===== src/sv/abrf_pkg.sv =====
`timescale 1ns / 1ps
package abrf_pkg;

  typedef enum logic [2:0] {
    OpReadReg   = 3'd0,
    OpWriteReg  = 3'd1,
    OpSwitch    = 3'd2,
    OpReadCpsr  = 3'd3,
    OpWriteCpsr = 3'd4,
    OpReadSpsr  = 3'd5,
    OpWriteSpsr = 3'd6,
    OpIrq       = 3'd7
  } op_t;

  typedef enum logic [2:0] {
    BankNone = 3'd0,
    BankFiq  = 3'd1,
    BankIrq  = 3'd2,
    BankSvc  = 3'd3,
    BankAbt  = 3'd4,
    BankUnd  = 3'd5
  } bank_t;

  localparam logic [4:0] ModeFiq = 5'd17;
  localparam logic [4:0] ModeIrq = 5'd18;
  localparam logic [4:0] ModeSvc = 5'd19;
  localparam logic [4:0] ModeAbt = 5'd23;
  localparam logic [4:0] ModeUnd = 5'd27;

  localparam int NumLive  = 16;
  localparam int NumSlots = 42;
  localparam int NumBanks = 6;
  localparam int DataW    = 32;

  localparam int ThumbBit   = 5;
  localparam int IrqMaskBit = 7;

  localparam logic [DataW-1:0] CpsrReset  = 32'h0000_00D3;
  localparam logic [DataW-1:0] IrqOffset  = 32'h0000_0018;
  localparam logic [DataW-1:0] ArmPcAdj   = 32'd8;
  localparam logic [DataW-1:0] ThumbPcAdj = 32'd4;
  localparam logic [DataW-1:0] LrArmAdj   = 32'd4;

  // slot numbers within a bank: slot 0 is r8, slot 6 is r14
  localparam logic [2:0] SlotR13  = 3'd5;
  localparam logic [2:0] SlotLast = 3'd6;

  localparam logic [3:0] LiveLr = 4'd14;
  localparam logic [3:0] LivePc = 4'd15;
  localparam logic [3:0] FiqLimit  = 4'd8;
  localparam logic [3:0] BankLimit = 4'd13;

  function automatic bank_t bank_of(logic [4:0] m);
    bank_t b;
    unique case (m)
      ModeFiq: b = BankFiq;
      ModeIrq: b = BankIrq;
      ModeSvc: b = BankSvc;
      ModeAbt: b = BankAbt;
      ModeUnd: b = BankUnd;
      default: b = BankNone;
    endcase
    return b;
  endfunction

  // seven slots per bank: base = 8*b - b
  function automatic logic [5:0] slot_base(bank_t b);
    logic [5:0] w;
    w = {3'b000, b};
    return (w << 3) - w;
  endfunction

endpackage


===== src/sv/abrf_ram.sv =====
`timescale 1ns / 1ps
module abrf_ram #(
  parameter int Width = 32,
  parameter int Depth = 16
) (
  input  logic                     clk,
  input  logic                     we,
  input  logic [$clog2(Depth)-1:0] waddr,
  input  logic [Width-1:0]         wdata,
  input  logic                     re,
  input  logic [$clog2(Depth)-1:0] raddr,
  output logic [Width-1:0]         rdata
);

  logic [Width-1:0] mem_r [Depth];
  logic [Width-1:0] rdata_r;

  always_ff @(posedge clk) begin
    if (we) begin
      mem_r[waddr] <= wdata;
    end
    if (re) begin
      rdata_r <= mem_r[raddr];
    end
  end

  assign rdata = rdata_r;

endmodule


===== src/sv/arm_banked_register_file.sv =====
`timescale 1ns / 1ps
// Request taken at an edge with start high and busy low; out_valid strobes once per request.
// Writes, status ops, masked IRQ, same-bank switch end in the execute state; a read waits on
// the RAM; a switch swaps r13-r14 (r8-r14 when FIQ is on either side); an IRQ then reads PC,
// writes LR, writes PC. busy falls as the result shows, so a request holds the block to its end;
// one write port per RAM: one bank slot moves a cycle. The receiver cannot stall.
// Synchronous active-low reset: CPSR 0xD3, vector base 0, RAM valid bits cleared, no clear pass.
module arm_banked_register_file (
  input  logic        clk,
  input  logic        rst_n,
  input  logic        start,
  output logic        busy,
  input  logic [2:0]  in_mode,
  input  logic [3:0]  in_reg_index,
  input  logic [4:0]  in_target_mode,
  input  logic [31:0] in_write_value,
  output logic        out_valid,
  output logic [31:0] out_read_data,
  output logic        out_irq_taken,
  input  logic        cfg_we,
  input  logic [31:0] cfg_wdata
);

  localparam int LiveAw = $clog2(abrf_pkg::NumLive);
  localparam int SlotAw = $clog2(abrf_pkg::NumSlots);
  localparam int DW     = abrf_pkg::DataW;

  typedef enum logic [7:0] {
    StIdle     = 8'b0000_0001,
    StExec     = 8'b0000_0010,
    StRdWait   = 8'b0000_0100,
    StSwap     = 8'b0000_1000,
    StSwapLast = 8'b0001_0000,
    StIrqRd    = 8'b0010_0000,
    StIrqLr    = 8'b0100_0000,
    StIrqPc    = 8'b1000_0000
  } state_t;

  state_t state_r, state_nxt;

  abrf_pkg::op_t req_op_r;
  logic [3:0]    req_reg_r;
  logic [4:0]    req_tmode_r;
  logic [DW-1:0] req_wval_r;

  logic [DW-1:0] cpsr_r, cpsr_nxt;
  logic [DW-1:0] vb_r;
  logic [DW-1:0] spsr_r [abrf_pkg::NumBanks];

  logic [abrf_pkg::NumLive-1:0]  live_vld_r;
  logic [abrf_pkg::NumSlots-1:0] bank_vld_r;
  logic live_rvld_r, bank_rvld_r;

  abrf_pkg::bank_t from_r, from_nxt, to_r, to_nxt;
  logic [2:0] idx_r, idx_nxt, wr_idx_r, wr_idx_nxt;
  logic       pend_r, pend_nxt;
  logic       rd_bank_r, rd_bank_nxt;
  logic       thumb_r, thumb_nxt;

  logic          out_valid_r, out_valid_nxt;
  logic [DW-1:0] out_data_r, out_data_nxt;
  logic          out_irq_r, out_irq_nxt;

  logic              spsr_we;
  abrf_pkg::bank_t   spsr_wsel;
  logic [DW-1:0]     spsr_wdata;

  logic              live_we, live_re;
  logic [LiveAw-1:0] live_waddr, live_raddr;
  logic [DW-1:0]     live_wdata, live_rdata, live_q;
  logic              bank_we, bank_re;
  logic [SlotAw-1:0] bank_waddr, bank_raddr;
  logic [DW-1:0]     bank_wdata, bank_rdata, bank_q;

  logic              use_bank;
  logic [3:0]        limit;
  logic [SlotAw-1:0] acc_addr;
  logic [4:0]        sw_mode;
  abrf_pkg::bank_t   sw_from, sw_to;
  logic              sw_full;

  abrf_ram #(.Width(DW), .Depth(abrf_pkg::NumLive)) u_live_ram (
    .clk   (clk),
    .we    (live_we),
    .waddr (live_waddr),
    .wdata (live_wdata),
    .re    (live_re),
    .raddr (live_raddr),
    .rdata (live_rdata)
  );

  abrf_ram #(.Width(DW), .Depth(abrf_pkg::NumSlots)) u_bank_ram (
    .clk   (clk),
    .we    (bank_we),
    .waddr (bank_waddr),
    .wdata (bank_wdata),
    .re    (bank_re),
    .raddr (bank_raddr),
    .rdata (bank_rdata)
  );

  // never-written entries read as their reset value of zero
  assign live_q = live_rvld_r ? live_rdata : '0;
  assign bank_q = bank_rvld_r ? bank_rdata : '0;

  assign limit = (req_tmode_r == abrf_pkg::ModeFiq) ? abrf_pkg::FiqLimit : abrf_pkg::BankLimit;
  assign use_bank = (cpsr_r[4:0] != req_tmode_r) && (req_reg_r >= limit) &&
                    (req_reg_r != abrf_pkg::LivePc);
  // r8..r14 map to slots 0..6, which is the low three bits of the index
  assign acc_addr = abrf_pkg::slot_base(abrf_pkg::bank_of(req_tmode_r)) +
                    {3'b000, req_reg_r[2:0]};

  assign sw_mode = (req_op_r == abrf_pkg::OpIrq) ? abrf_pkg::ModeIrq : req_tmode_r;
  assign sw_from = abrf_pkg::bank_of(cpsr_r[4:0]);
  assign sw_to   = abrf_pkg::bank_of(sw_mode);
  assign sw_full = (sw_from == abrf_pkg::BankFiq) || (sw_to == abrf_pkg::BankFiq);

  always_comb begin
    state_nxt     = state_r;
    cpsr_nxt      = cpsr_r;
    from_nxt      = from_r;
    to_nxt        = to_r;
    idx_nxt       = idx_r;
    wr_idx_nxt    = wr_idx_r;
    pend_nxt      = pend_r;
    rd_bank_nxt   = rd_bank_r;
    thumb_nxt     = thumb_r;
    out_valid_nxt = 1'b0;
    out_data_nxt  = '0;
    out_irq_nxt   = 1'b0;
    spsr_we       = 1'b0;
    spsr_wsel     = abrf_pkg::bank_of(req_tmode_r);
    spsr_wdata    = req_wval_r;
    live_we       = 1'b0;
    live_waddr    = req_reg_r;
    live_wdata    = req_wval_r;
    live_re       = 1'b0;
    live_raddr    = req_reg_r;
    bank_we       = 1'b0;
    bank_waddr    = acc_addr;
    bank_wdata    = req_wval_r;
    bank_re       = 1'b0;
    bank_raddr    = acc_addr;

    unique case (state_r)
      StIdle: begin
        if (start) begin
          state_nxt = StExec;
        end
      end
      StExec: begin
        unique case (req_op_r)
          abrf_pkg::OpReadReg: begin
            bank_re     = use_bank;
            live_re     = !use_bank;
            rd_bank_nxt = use_bank;
            state_nxt   = StRdWait;
          end
          abrf_pkg::OpWriteReg: begin
            if (req_reg_r == abrf_pkg::LivePc) begin
              live_we    = 1'b1;
              live_wdata = req_wval_r + (cpsr_r[abrf_pkg::ThumbBit] ?
                                         abrf_pkg::ThumbPcAdj : abrf_pkg::ArmPcAdj);
            end else if (use_bank) begin
              bank_we = 1'b1;
            end else begin
              live_we = 1'b1;
            end
            out_valid_nxt = 1'b1;
            state_nxt     = StIdle;
          end
          abrf_pkg::OpReadCpsr: begin
            out_data_nxt  = cpsr_r;
            out_valid_nxt = 1'b1;
            state_nxt     = StIdle;
          end
          abrf_pkg::OpWriteCpsr: begin
            cpsr_nxt      = req_wval_r;
            out_valid_nxt = 1'b1;
            state_nxt     = StIdle;
          end
          abrf_pkg::OpReadSpsr: begin
            out_data_nxt  = spsr_r[abrf_pkg::bank_of(req_tmode_r)];
            out_valid_nxt = 1'b1;
            state_nxt     = StIdle;
          end
          abrf_pkg::OpWriteSpsr: begin
            spsr_we       = 1'b1;
            out_valid_nxt = 1'b1;
            state_nxt     = StIdle;
          end
          abrf_pkg::OpSwitch, abrf_pkg::OpIrq: begin
            if (req_op_r == abrf_pkg::OpIrq && cpsr_r[abrf_pkg::IrqMaskBit]) begin
              // masked: drop the request with irq_taken low
              out_valid_nxt = 1'b1;
              state_nxt     = StIdle;
            end else begin
              cpsr_nxt[4:0] = sw_mode;
              if (req_op_r == abrf_pkg::OpIrq) begin
                spsr_we    = 1'b1;
                spsr_wsel  = abrf_pkg::BankIrq;
                spsr_wdata = cpsr_r;
                cpsr_nxt[abrf_pkg::IrqMaskBit] = 1'b1;
                cpsr_nxt[abrf_pkg::ThumbBit]   = 1'b0;
                thumb_nxt = cpsr_r[abrf_pkg::ThumbBit];
              end
              from_nxt = sw_from;
              to_nxt   = sw_to;
              idx_nxt  = sw_full ? 3'd0 : abrf_pkg::SlotR13;
              pend_nxt = 1'b0;
              if (sw_from != sw_to) begin
                state_nxt = StSwap;
              end else if (req_op_r == abrf_pkg::OpIrq) begin
                state_nxt = StIrqRd;
              end else begin
                out_valid_nxt = 1'b1;
                state_nxt     = StIdle;
              end
            end
          end
        endcase
      end
      StRdWait: begin
        out_data_nxt  = rd_bank_r ? bank_q : live_q;
        out_valid_nxt = 1'b1;
        state_nxt     = StIdle;
      end
      StSwap, StSwapLast: begin
        // read slot idx while writing back the slot read the cycle before
        if (pend_r) begin
          live_we    = 1'b1;
          live_waddr = {1'b1, wr_idx_r};
          live_wdata = bank_q;
          bank_we    = 1'b1;
          bank_waddr = abrf_pkg::slot_base(from_r) + {3'b000, wr_idx_r};
          bank_wdata = live_q;
        end
        if (state_r == StSwap) begin
          live_re    = 1'b1;
          live_raddr = {1'b1, idx_r};
          bank_re    = 1'b1;
          bank_raddr = abrf_pkg::slot_base(to_r) + {3'b000, idx_r};
          pend_nxt   = 1'b1;
          wr_idx_nxt = idx_r;
          if (idx_r == abrf_pkg::SlotLast) begin
            state_nxt = StSwapLast;
          end else begin
            idx_nxt = idx_r + 3'd1;
          end
        end else begin
          pend_nxt = 1'b0;
          if (req_op_r == abrf_pkg::OpIrq) begin
            state_nxt = StIrqRd;
          end else begin
            out_valid_nxt = 1'b1;
            state_nxt     = StIdle;
          end
        end
      end
      StIrqRd: begin
        live_re    = 1'b1;
        live_raddr = abrf_pkg::LivePc;
        state_nxt  = StIrqLr;
      end
      StIrqLr: begin
        live_we    = 1'b1;
        live_waddr = abrf_pkg::LiveLr;
        live_wdata = thumb_r ? live_q : live_q - abrf_pkg::LrArmAdj;
        state_nxt  = StIrqPc;
      end
      StIrqPc: begin
        live_we       = 1'b1;
        live_waddr    = abrf_pkg::LivePc;
        live_wdata    = vb_r + abrf_pkg::IrqOffset + abrf_pkg::ArmPcAdj;
        out_valid_nxt = 1'b1;
        out_irq_nxt   = 1'b1;
        state_nxt     = StIdle;
      end
      default: begin
        state_nxt = StIdle;
      end
    endcase
  end

  always_ff @(posedge clk) begin
    if (!rst_n) begin
      state_r     <= StIdle;
      cpsr_r      <= abrf_pkg::CpsrReset;
      vb_r        <= '0;
      live_vld_r  <= '0;
      bank_vld_r  <= '0;
      pend_r      <= 1'b0;
      out_valid_r <= 1'b0;
      for (int i = 0; i < abrf_pkg::NumBanks; i++) begin
        spsr_r[i] <= '0;
      end
    end else begin
      state_r     <= state_nxt;
      cpsr_r      <= cpsr_nxt;
      pend_r      <= pend_nxt;
      out_valid_r <= out_valid_nxt;
      if (cfg_we) begin
        vb_r <= cfg_wdata;
      end
      if (spsr_we) begin
        spsr_r[spsr_wsel] <= spsr_wdata;
      end
      if (live_we) begin
        live_vld_r[live_waddr] <= 1'b1;
      end
      if (bank_we) begin
        bank_vld_r[bank_waddr] <= 1'b1;
      end
    end
  end

  always_ff @(posedge clk) begin
    if (state_r == StIdle && start) begin
      req_op_r    <= abrf_pkg::op_t'(in_mode);
      req_reg_r   <= in_reg_index;
      req_tmode_r <= in_target_mode;
      req_wval_r  <= in_write_value;
    end
    if (live_re) begin
      live_rvld_r <= live_vld_r[live_raddr];
    end
    if (bank_re) begin
      bank_rvld_r <= bank_vld_r[bank_raddr];
    end
    from_r     <= from_nxt;
    to_r       <= to_nxt;
    idx_r      <= idx_nxt;
    wr_idx_r   <= wr_idx_nxt;
    rd_bank_r  <= rd_bank_nxt;
    thumb_r    <= thumb_nxt;
    out_data_r <= out_data_nxt;
    out_irq_r  <= out_irq_nxt;
  end

  assign busy          = (state_r != StIdle);
  assign out_valid     = out_valid_r;
  assign out_read_data = out_data_r;
  assign out_irq_taken = out_irq_r;

endmodule


===== config.mk =====
export PLATFORM = sky130hd
export DESIGN_NAME = arm_banked_register_file
export DESIGN_NICKNAME = d
export VERILOG_FILES = /design/src/sv/abrf_pkg.sv /design/src/sv/abrf_ram.sv /design/src/sv/arm_banked_register_file.sv
export SDC_FILE = /design/constraint.sdc
export NUM_CORES = 2
export LEC_CHECK = 0
export BUFFER_PORTS_ARGS = -buffer_cell sky130_fd_sc_hd__buf_4
export CORE_MARGIN = 1.5
export CORE_UTILIZATION = 50
export CTS_CLUSTER_DIAMETER = 60
export DETAILED_ROUTE_END_ITERATION = 12
export PLACE_DENSITY = 0.63
export SYNTH_ARGS = -nofsm -noshare
export SYNTH_HDL_FRONTEND = slang
export SYNTH_SLANG_ARGS = --single-unit

===== constraint.sdc =====
create_clock -name clk -period 14.2 [get_ports clk]
set_input_delay 2.13 -clock clk [delete_from_list [all_inputs] [get_ports clk]]
set_output_delay 2.13 -clock clk [all_outputs]
set_load 0.02 [all_outputs]

Word level (Yosys, flattened, before mapping) --
Memory sizes are Yosys's and may differ from the RTL's. A register that Yosys moved wholly into a read port is not among the register bits. Cells that the tools add are included.
Word-level totals: input bits 80, logic and storage cells 223, memories 3, output and inout bits 35, register bits after elaboration 225, RAM bits 2048
Memory list:
- u_bank_ram.mem_r | depth 42, bits a word 32, read ports 1, clocked after Yosys merged registers in 1, write ports 1, RTL line abrf_ram.sv:15 | logic [Width-1:0] mem_r [Depth];
- u_live_ram.mem_r | depth 16, bits a word 32, read ports 1, clocked after Yosys merged registers in 1, write ports 1, RTL line abrf_ram.sv:15
- spsr_r | depth 6, bits a word 32, read ports 1, clocked after Yosys merged registers in 0, write ports 6, RTL line arm_banked_register_file.sv:48 | logic [DW-1:0] spsr_r [abrf_pkg::NumBanks];
Operators by class: muxes and demuxes 103, magnitude comparators 7, equal/unequal tests 46, add/subtract/negate cells 11, bitwise gates (word level) 3, reductions and logical operators 27
Operators by type and width (count):
- 32-bit 2-to-1 mux | 14
- 32-bit one-hot mux with 2 select lines | 2
- 32-bit one-hot mux with 4 select lines | 1
- 5-bit == test, second input constant | 15
- 3-bit one-hot mux with 5 select lines | 3
- 42-bit bitwise OR | 1
- 8-bit 2-to-1 mux | 5
- 8-bit one-hot mux with 5 select lines | 1
- 3-bit 2-to-1 mux | 13
- 1-bit 2-to-1 mux | 36
- 6-bit 2-to-1 mux | 6
- 32-bit by 4-bit adder with 32-bit output | 1
- 32-bit by 4-bit adder with 32-bit output, second input constant | 1
- 32-bit by 5-bit adder with 32-bit output, second input constant | 1
- 32-bit OR reduction | 1
- 32-bit by 3-bit subtractor with 32-bit output, second input constant | 1
- 8-bit one-hot mux with 3 select lines | 1
- 6-bit by 3-bit adder with 6-bit output | 3
- 6-bit by 3-bit subtractor with 6-bit output | 3
- 16-bit bitwise OR | 1
- 3-bit == test, second input constant | 5
- 6-bit by 7-bit < comparator with 1-bit output, second input constant | 2
- 4-bit 2-to-1 mux | 3
- 2-bit inequality test, second input constant | 6
- 45 further kinds | 71

Longest topological paths before layout --
word-level depth 11, gate-level depth with buffers 19, mapped depth without buffers 13

Hierarchy --
A second synthesis with hierarchy kept.
Unflattened totals: cell total of the unflattened synthesis 6008, area total of the unflattened synthesis 96093.4 µm²
Modules (own cells, without submodules):
- abrf_ram (u_bank_ram) | area an instance 53841.6 µm², times used 1, sequential area each 41319.6 µm², cells an instance 2708
- arm_banked_register_file | area an instance 22096.2 µm², times used 1, sequential area each 10870.4 µm², cells an instance 2462
- abrf_ram (u_live_ram) | area an instance 20155.6 µm², times used 1, sequential area each 16335.7 µm², cells an instance 838

Worst setup path before layout --
Ideal clock, no wire load.
path type register -> register, start point register req_tmode_r[2], end point memory u_bank_ram.mem_r[32][0] (enable), path buffers 4, setup slack 9092 ps, arrival time 4685 ps, setup time 423 ps, stages on the path, launching flop included 16, required time 13777 ps, period minus slack after synthesis 5108 ps, cells stage by stage edfxtp_1 clkbuf_1 xor2_1 and4_1 clkbuf_1 inv_2 clkbuf_1 buf_1 ha_1 a21oi_1 o21ai_0 nor3_1 xnor2_1 mux2_2 nand3b_1 nor2_1
Between the ends: longest elaborated chain between the ends 11, elaborated cells between the ends (all ways) 21, those cells by class add/sub: 2; order compare: 1; eq/ne: 6; mux: 10; reduce/logical: 2
Ends and longest elaborated chain:
- start, declared | RTL line arm_banked_register_file.sv:43 | logic [4:0] req_tmode_r;
- start signal, assigned | RTL line arm_banked_register_file.sv:321 | req_tmode_r <= in_target_mode;
- branches (longest 11 deep; another with 6-bit by 3-bit subtractor with 6-bit output)
- end, declared | RTL line abrf_ram.sv:15
Several ways; the timed one is not identified.

Worst setup path after layout --
start point register req_tmode_r[2], end point register u_bank_ram.rdata_r[30] (netlist: u_bank_ram.rdata[30]) (read register of u_bank_ram.mem_r) (data pin)
Between the ends: longest elaborated chain between the ends 7, elaborated cells between the ends (all ways) 17, those cells by class add/sub: 2; order compare: 1; eq/ne: 6; mux: 6; reduce/logical: 2
Ends and longest elaborated chain:
- branches (longest 7 deep; another with 6-bit by 3-bit subtractor with 6-bit output)
- end, declared | RTL line abrf_ram.sv:16 | logic [Width-1:0] rdata_r;
Several ways; the timed one is not identified. A chain may end at the register's enable or synchronous reset.

==> summary.txt <==
Route
  • WL/cell: 28.61 um
  • DR iter-0 viols: 8804
  • Pre-antenna DRT Iters: 7
  • Final WL: 288100 um
  • Routed via count: 63700
  • DRC viols: 0
  • Via density per instance: 6.326
  • ANT nets after route: 0

Clock tree
  • Cts hold-fix bufs: 0
  • Clock Tree Buf Depth: 3
  • CTS tree: done
  • CTS sink cnt: 2337
  • Post-CTS sizing: 0
  • Total CTS buffers: 228
  • Later-pin clock latency in the skew report: 0.90 ns
  • CTS HTree Levels: 4
  • Clock transition at path regs: 0.07 ns
  • CTS root buffer: clkbuf_16
  • Setup bufs post-CTS: 0

Synthesis
  • Top cells by count, synth: edfxtp_1 (2172), nand2_1 (1651), nand3_1 (377)
  • Post-synthesis sequential area ratio: 71.27%
  • Yosys warnings: 0
  • Syn Inst Count: 7349
  • Yosys top cell area share: 67.84%
  • Synthesized flop and latch total: 2337
  • Main synth FF type: edfxtp_1
  • Post-synth EDFFs: 2172
  • Synth Cell Area: 96140 um^2
  • Cell variety after synth: 87
  • Post-synth top area cell: edfxtp_1
  • Top-count cell post-synth: edfxtp_1
  • Syn_nets: 7450
  • Syn_area_per_cell: 13.08 um^2
  • Async SR Flop Fraction: 0%
  • Main area contributors after synthesis: edfxtp_1 (68%), nand2_1 (6.4%), dfxtp_1 (3.4%), mux2i_1 (2.3%), nand3_1 (2.0%)

Floorplan
  • Die height: 441.5 um
  • # IOs: 115
  • Row cnt: 160
  • Initial Util: 50.45%
  • Total die area: 194900 um^2
  • Die Wd: 441.5 um
  • CORE AREA: 190600 um^2

Power and ir drop
  • Net switching power of the design: 0.003829 W
  • Comb pwr share: 10.5%
  • Clock power frac: 39.1%
  • Flop pwr share: 50.4%
  • Static Leak: 36.03 nW
  • Max VDD drop: 135.5 uV
  • Sw Share: 25.15%
  • Internal: 0.01140 W
  • PwrDens: 141.0 nW/um^2

Critical path
  • Worst-path cell chain: xor2_1, and4_1, inv_2, ha_1, xnor2_1, o21ai_0, nand2_4, buf_4, buf_4, nand2_1, and3_1, a311oi_1, o41ai_1, o211ai_1
  • Cell with the most instances on the worst path: buf_4
  • Crit-path max FO: 80
  • Startpoint types: flop
  • Req. time, crit path: 14.93 ns
  • CP arrival: 8.42 ns
  • CP Capture Type: flop
  • CP max stage delay: 0.92 ns
  • CP max stage cell: nand2_4
  • Critical path class: flop to flop

STA
  • Actual slew at the worst max-slew pin: 1.326 ns
  • Final clock skew: 0.07426 ns
  • Setup TNS: 0 ns
  • Fin. Hold Viols: 0
  • Max-slew violation count: 0
  • Normalized max-slew margin: 11.29%
  • Fin crit share: 54.20%
  • RSZ-0062 raised after global routing: false
  • Final setup viols: 0
  • Minimum clock period: 7.697 ns
  • Final WS setup: 6.503 ns
  • Achievable Freq: 0.1299 GHz

Layout
  • Layout cell share with drive strength beyond 1: 10.85%
  • Util after Layout: 56.64%
  • # nets final: 7458
  • Area Growth Syn to Fin: 12.28%

Run status
  • Status: completed

Global route
  • GRT Total Usage: 29.15%
  • First-pass GRT wire length: 414400 um
  • Initial antenna violation count: 16
  • Total gr overflow: 0
  • Vias in the first global route: 59380
  • Largest net degree at the start of global routing: 165

Placed design
  • DPL Wire Length: 167800 um
  • Placer Congestion: 0.9508
  • Number of port buffers: 114
  • DP Worst Slack: 6.677 ns

Hold path
  • Worst Hold Class: flop to flop

Job
  • MaxCap Viol Count: 0
==> power by group through the flow <==
| stage | logic (W) | registers [W] | clock network, W |
|---|---|---|---|
| floorplan | 0.000942 | 0.00779 | 0 |
| finish | 0.00159 | 0.00768 | 0.00596 |
| global placement | 0.00154 | 0.00782 | 0 |
| detailed placement | 0.00156 | 0.00782 | 0 |
| CTS | 0.00157 | 0.00767 | 0.00603 |
| global route | 0.00168 | 0.00767 | 0.00629 |
==> cell usage in the layout, fill, tap and decap left out, types with 47 or more instances in the layout <==
cell / n
nor2_1: 224
a311oi_1: 152
clkbuf_1: 52
a32oi_1: 73
mux2i_1: 219
and3_1: 94
a21oi_1: 200
a211oi_1: 177
clkinv_1: 53
nand4_1: 58
and2_1: 109
nor3_1: 50
nand2_1: 1649
clkbuf_16: 230
o21a_1: 68
buf_4: 289
o22ai_1: 49
or3_1: 47
dfxtp_1: 165
nor2_4: 67
a31oi_1: 177
nand3_1: 375
o21ai_0: 96
edfxtp_1: 2172
==> worst max-delay path: cells and delay by family (launching register included) <==
kind | cells | cell delay (ns)
xor gates and xnor gates | 2 | 0.79
AOI/OAI and AO/OA | 4 | 1.17
adders and majority gates | 1 | 0.57
and+or+nand+nor | 4 | 2.03
buffers and inverters | 3 | 2.26
DFF | 1 | 0.50
==> through the flow <==
| stage | total power [W] | instances | area (um^2) | hold slack, ns |
|---|---|---|---|---|
| after global placement | 0.009356 | 9638 | 100600 | 0.4387 |
| final | 0.01523 | 10070 | 108000 | 0.4608 |
| after CTS | 0.01527 | 10070 | 107900 | 0.4635 |
| after detailed placement | 0.009379 | 9638 | 100600 | 0.4491 |
| after global routing | 0.01564 | 10070 | 107900 | 0.4744 |
| after floorplan | 0.008736 | 7349 | 96140 | 0.4325 |
==> layer usage <==
layer | routed length, um | share of wire, % | track usage, %
met5 | 38 | 0.013 | 0
met4 | 10930 | 3.8 | 10.63
met3 | 29760 | 10 | 4.559
met2 | 124900 | 43 | 42.17
met1 | 122500 | 43 | 44.56
==> registers in the layout, indices dropped and copies added (netlist names), 3 cells and up <==
name and count:
bank_vld_r 42, cpsr_r 32, from_r 3, idx_r 3
live_vld_r 16, out_read_data 32, req_op_r 3, req_reg_r 4
req_tmode_r 5, req_wval_r 32, spsr_r 192, state_r 8
to_r 3, u_bank_ram.mem_r 1344, u_bank_ram.rdata 32, u_live_ram.mem_r 512
u_live_ram.rdata 32, vb_r 32, wr_idx_r 3
==> worst paths after layout <==
path             startpoint                   end  slack [ns]  cells past startpoint
max          req_tmode_r[2]  u_bank_ram.rdata[30]        6.50                     14
min           live_vld_r[8]         live_vld_r[8]        0.46                      1
max reg2reg  req_tmode_r[2]  u_bank_ram.rdata[30]        6.50                     14
min reg2reg   live_vld_r[8]         live_vld_r[8]        0.46                      1
==> cells by family after synthesis <==
kind of cell / Yosys count / synth area share [%]
AO/OA/AOI/OAI: 1269 / 9.284
XOR/XNOR: 58 / 0.5284
adder cells (fa/ha/maj): 21 / 0.3045
buffers and inverters: 569 / 2.374
flip-flops: 2337 / 71.27
multiplexers: 273 / 3.296
AND/OR/NAND/NOR: 2822 / 12.94
==> cell type report <==
cell class              instances  area [um^2]
repair buffers                297         2330
diodes                          4        10.01
clock inverters               143         1398
well taps                    2511         3142
clock buffers                 285         5992
flip-flops and latches       2337        68530
fillers                     15170        82630
inverters                      50        188.9
multi-input cells            4443        26370
Power figures use the tool's default switching activity.
